### src/rtl/polygon_circle_overlap_test_macros.svh
// ---------------------------------------------------------------------------
// Assertion macros for the polygon/circle overlap RTL
// ---------------------------------------------------------------------------
`ifndef POLYGON_CIRCLE_OVERLAP_TEST_MACROS_SVH
`define POLYGON_CIRCLE_OVERLAP_TEST_MACROS_SVH

// Same-cycle implication, disabled in reset
`define PCOT_ASSERT_IMP(lbl, clk, rst_n, ante, cons) \
    lbl: assert property (@(posedge clk) disable iff (!rst_n) (ante) |-> (cons)) \
        else $error("pcot assertion failed");

// Next-cycle implication, disabled in reset
`define PCOT_ASSERT_NXT(lbl, clk, rst_n, ante, cons) \
    lbl: assert property (@(posedge clk) disable iff (!rst_n) (ante) |=> (cons)) \
        else $error("pcot assertion failed");

`endif

### src/rtl/pcot_pkg.sv
// ---------------------------------------------------------------------------
// pcot_pkg
// Types and constants of the polygon/circle overlap test.
// ---------------------------------------------------------------------------
package pcot_pkg;

    localparam int MAX_VERTICES = 16;
    localparam int IDX_W        = $clog2(MAX_VERTICES);
    localparam int CNT_W        = $clog2(MAX_VERTICES + 1);
    localparam int COORD_W      = 32;
    localparam int RAD_W        = 31;
    localparam int DIFF_W       = COORD_W + 1;
    localparam int PROD_W       = 2 * DIFF_W;
    localparam int ACC_W        = PROD_W + 1;
    localparam int RR_W         = 2 * RAD_W;
    localparam int WIDE_W       = PROD_W;
    localparam int WIDE_P_W     = 2 * WIDE_W;
    localparam int DIG_W        = 11;
    localparam int N_DIG        = (WIDE_W + DIG_W - 1) / DIG_W;
    localparam int DIG_IDX_W    = $clog2(N_DIG);
    localparam int QUEUE_DEPTH  = 2;
    localparam int QPTR_W       = $clog2(QUEUE_DEPTH);
    localparam int QLVL_W       = $clog2(QUEUE_DEPTH + 1);

    typedef enum logic [1:0] {
        CMD_CLEAR  = 2'd0,
        CMD_APPEND = 2'd1,
        CMD_QUERY  = 2'd2,
        CMD_RSVD   = 2'd3
    } t_cmd;

    typedef enum logic {
        OP_WRITE = 1'b0,
        OP_QUERY = 1'b1
    } t_op;

    typedef struct packed {
        t_op                        op;
        logic [IDX_W-1:0]           addr;
        logic signed [COORD_W-1:0]  x;
        logic signed [COORD_W-1:0]  y;
        logic [RAD_W-1:0]           r;
        logic [CNT_W-1:0]           cnt;
        logic                       ovf;
    } t_req;

endpackage

### src/rtl/pcot_wmul.sv
// ---------------------------------------------------------------------------
// pcot_wmul
// Wide unsigned multiplier, one digit of the second operand per cycle.
// ---------------------------------------------------------------------------
module pcot_wmul (
    input  logic                           i_clk,
    input  logic                           i_rst_n,
    input  logic                           i_start,
    input  logic [pcot_pkg::WIDE_W-1:0]    i_a,
    input  logic [pcot_pkg::WIDE_W-1:0]    i_b,
    output logic                           o_done,
    output logic [pcot_pkg::WIDE_P_W-1:0]  o_prod
);
    import pcot_pkg::*;

    localparam int PP_W  = WIDE_W + DIG_W;
    localparam int PAD_W = N_DIG * DIG_W;

    logic [WIDE_W-1:0]    r_a;
    logic [PAD_W-1:0]     r_b;
    logic [DIG_IDX_W-1:0] r_k;
    logic                 r_issue;
    logic                 r_pv;
    logic                 r_last;
    logic                 r_done;
    logic [PP_W-1:0]      r_pp;
    logic [WIDE_P_W-1:0]  r_acc;

    assign o_done = r_done;
    assign o_prod = r_acc;

    // Digits go most significant first so the accumulator shifts by a constant
    always_ff @(posedge i_clk) begin
        if (!i_rst_n) begin
            r_issue <= 1'b0;
            r_pv    <= 1'b0;
            r_done  <= 1'b0;
        end else begin
            r_done <= 1'b0;
            if (i_start) begin
                r_a     <= i_a;
                r_b     <= PAD_W'(i_b);
                r_k     <= DIG_IDX_W'(N_DIG - 1);
                r_issue <= 1'b1;
                r_pv    <= 1'b0;
                r_acc   <= '0;
            end else begin
                if (r_issue) begin
                    r_pp   <= PP_W'(r_a) * PP_W'(r_b[r_k*DIG_W +: DIG_W]);
                    r_pv   <= 1'b1;
                    r_last <= r_k == '0;
                    if (r_k == '0) begin
                        r_issue <= 1'b0;
                    end else begin
                        r_k <= r_k - DIG_IDX_W'(1);
                    end
                end else begin
                    r_pv <= 1'b0;
                end
                if (r_pv) begin
                    r_acc  <= {r_acc[WIDE_P_W-DIG_W-1:0], DIG_W'(0)} + WIDE_P_W'(r_pp);
                    r_done <= r_last;
                end
            end
        end
    end

endmodule

### config.mk
export PLATFORM = sky130hd
export DESIGN_NAME = pcot_wmul
export DESIGN_NICKNAME = d
export VERILOG_FILES = /design/src/rtl/polygon_circle_overlap_test_macros.svh /design/src/rtl/pcot_pkg.sv /design/src/rtl/pcot_wmul.sv
export SDC_FILE = /design/constraint.sdc
export NUM_CORES = 2
export LEC_CHECK = 0
export ABC_AREA = 1
export BUFFER_PORTS_ARGS = -buffer_cell sky130_fd_sc_hd__buf_4
export CAP_MARGIN = 5
export CORE_UTILIZATION = 56
export DETAILED_ROUTE_END_ITERATION = 12
export PLACE_DENSITY = 0.74
export SLEW_MARGIN = 15
export SYNTH_ARGS = -nofsm -noshare
export SYNTH_HDL_FRONTEND = slang
export SYNTH_SLANG_ARGS = --single-unit
### constraint.sdc
create_clock -name i_clk -period 11.3 [get_ports i_clk]
set_clock_uncertainty 0.2 [all_clocks]
set_input_delay 1.13 -clock i_clk [delete_from_list [all_inputs] [get_ports i_clk]]
set_output_delay 1.13 -clock i_clk [all_outputs]
set_load 0.01 [all_outputs]
==> run metrics <==
P&R area growth vs syn 9.649%; EDFF count, synth 345; Core ar. 77,850 µm²; post-cts resize count 0; row count 102; drt drc 0; full die area 80,320 µm²; Tot GR Track Use 36.87%; Post-CTS Setup Repair Bufs 0; min-delay src r_last$_DFFE_PP_; RD Place Congestion 1.060; Seq cells post-synth 348; clock root cell clkbuf_16; CP peak stage delay 0.82 ns; worst-case reg-to-reg path depth 23; Post-Synth Simple-Gate Area 26.67%; Finished Cell Area 48,630 µm²; drt via density 5.513; final hold slack 0.2903 ns; CP Max Fanout 57; CP Launch Point r_k[1]$_SDFFCE_PP0P_; Worst path slowest cell clkinv_2; Setup crit start kind register; wirelength, routed 146.1 mm; wire per inst 20.32 µm; main combinational cell family by area after synthesis adder cells; synthesized cell area 44,350 µm²; number of port buffers 267; Data arrival, critical path 8.46 ns; Worst Hold Class register to register; largest net degree at the start of global routing 73; layout cells sized above 1 8.068%; Routed Antenna Nets 0; WHS Endpoint o_done$_SDFF_PP0_; f_max 120.8 MHz; Setup violations, final 0; CTS tree built; XOR/XNOR share of the synthesized area 0.8888%; async set-reset flop share out of synthesis 0%; Final period util 73.25%; CP endpoint kind register; Max clock buf depth 3; Die Y 283.4 µm; Syn Area/Cell 7.502 µm²; endpoints failing hold 0; worst path cell trace nor2_1 -> o21a_1 -> o21ai_0 -> nand2_2 -> clkinv_2 -> nor2_1 -> fa_1 -> fa_1 -> fa_1 -> fa_1 -> inv_1 -> fa_1 -> inv_1 -> ha_1 -> nand2_1 -> nor2_1 -> inv_1 -> nor2_1 -> nand2_1 -> inv_1 -> nand4_1 -> nand3_1 -> xor2_1; mux contribution to synthesized area 0%; placed instance area 47,150 µm²; setup TNS 0 ns; n_diodes 0; Slew @ Worst Pin 1.077 ns; RSZ-0062 raised after global routing false; Final Slew Violations 0; Area contributors post-synth fa_1 26%, edfxtp_1 23%, nand2_1 15%; first-pass GRT wire length 226.1 mm; reg-to-reg endpoint r_pp[38]$_DFFE_PP_; Cells after Synth 5,911; reg-to-reg startpoint r_k[1]$_SDFFCE_PP0P_; nets@finish 7,009; area share of fa/ha/maj cells after synthesis 31.17%; relative slew slack 28.17%; flop-to-flop setup slack 3.02 ns; Syn Nets 6,805; Worst-path clk slew 0.07 ns; Setup CP Type register to register; sequential-to-total area share from yosys stat 23.50%; I/O pin count 268; max cap viols 0; Post-CTS Hold Buffers 0; initial antenna violation count 0; Clock Sinks 348; vias 39,630; CP required 11.48 ns; status finished, final reports clean; First-pass DRT Iterations 9; GRT overflow 0; area leader, netlist fa_1; synth warn 0; post-DP HPWL 120.6 mm; CTS HTree Levels 2; ys flop type edfxtp_1; hold path cells 2; die width 283.4 µm; initial DRC count 4,261; Final min period 8.278 ns; cts bufs inserted 44; Netlist cell types 47; worst-skew pair later-pin latency 0.63 ns; top-count cell post-synth nand2_1; Inst Count DP 7,109; list of most frequent post-synthesis cells 1,737 x nand2_1, 1,182 x inv_1, 798 x nor2_1; non-filler cells, final 7,188; Starting Density 56.96%; fillcell total 7,205; Most common cell on crit path fa_1; post-synth top area share 26.00%; post-synthesis compound-gate area fraction 5.979%; vias in the first global route 39,720
==> metal layers <==
metal	vias up	track usage, %	wire length (µm)
met5	-	0	0
met4	0	16.76	7641
met3	348	5.603	13800
met2	1969	59.09	66150
met1	18980	49.61	58500
li1	18330	-	-
==> per-stage QoR <==
step	worst slack, ns	utilization [%]
4_1_cts	3.406	62.46
5_1_grt	2.501	62.46
3_3_place_gp	3.554	60.57
3_5_place_dp	3.401	60.57
6_report	3.022	62.46
2_1_floorplan	3.620	-
==> cell families after synthesis <==
group                      Yosys count
xor gates and xnor gates            45
DFF                                348
adders and majority gates          759
buffers and inverters             1346
and+or+nand+nor                   2920
AOI/OAI and AO/OA                  493
==> worst max-delay path, delay by kind of cell, from the launching register on <==
kind	cells	cell delay, ns
compound gates	2	0.30
xor+xnor	1	0.34
flops	1	0.58
simple gates	9	2.42
buf+inv	5	1.10
fa+ha+maj	6	3.02
==> registers in the layout, summed over array words and instances, names as in the netlist <==
| name | flops |
|---|---|
| r_b | 66 |
| r_pv | 1 |
| r_k | 3 |
| o_prod | 132 |
| r_issue | 1 |
| r_last | 1 |
| r_a | 66 |
| r_pp | 77 |
| o_done | 1 |
==> cell type report <==
class                      count  area (µm²)  area share (%)
clock inverter                22       270.3          0.5558
timing repair buffer         282        2117           4.354
clock buffer                  57        1200           2.468
inverter                    1222        4591           9.441
multi-input combinational   4217       28730           59.08
tap                         1040        1301           2.676
sequential                   348       10420           21.43
==> cell usage in the layout (no fill, tap or decap), drive strengths merged, types with 169 or more instances in the layout <==
| master | netlist | routed |
|---|---|---|
| edfxtp | 345 | 345 |
| ha | 183 | 183 |
| inv | 1222 | 1222 |
| a21oi | 246 | 246 |
| nand2 | 1753 | 1753 |
| fa | 576 | 576 |
| buf | 111 | 282 |
| nor2 | 854 | 854 |
| nand3 | 187 | 187 |
| o21ai | 169 | 169 |
==> worst max-delay path by stage <==
stage	end	depth (start not counted)
after floorplan	r_last$_DFFE_PP_	3
after detailed placement	r_pp[70]$_DFFE_PP_	27
after global routing	r_pp[70]$_DFFE_PP_	25
final	r_pp[38]$_DFFE_PP_	23
after CTS	r_pp[70]$_DFFE_PP_	27
after global placement	r_pp[69]$_DFFE_PP_	27
Power is left out: the tool's default activity adds up to more than one toggle a clock period on the data nets, which glitch-free logic cannot reach.
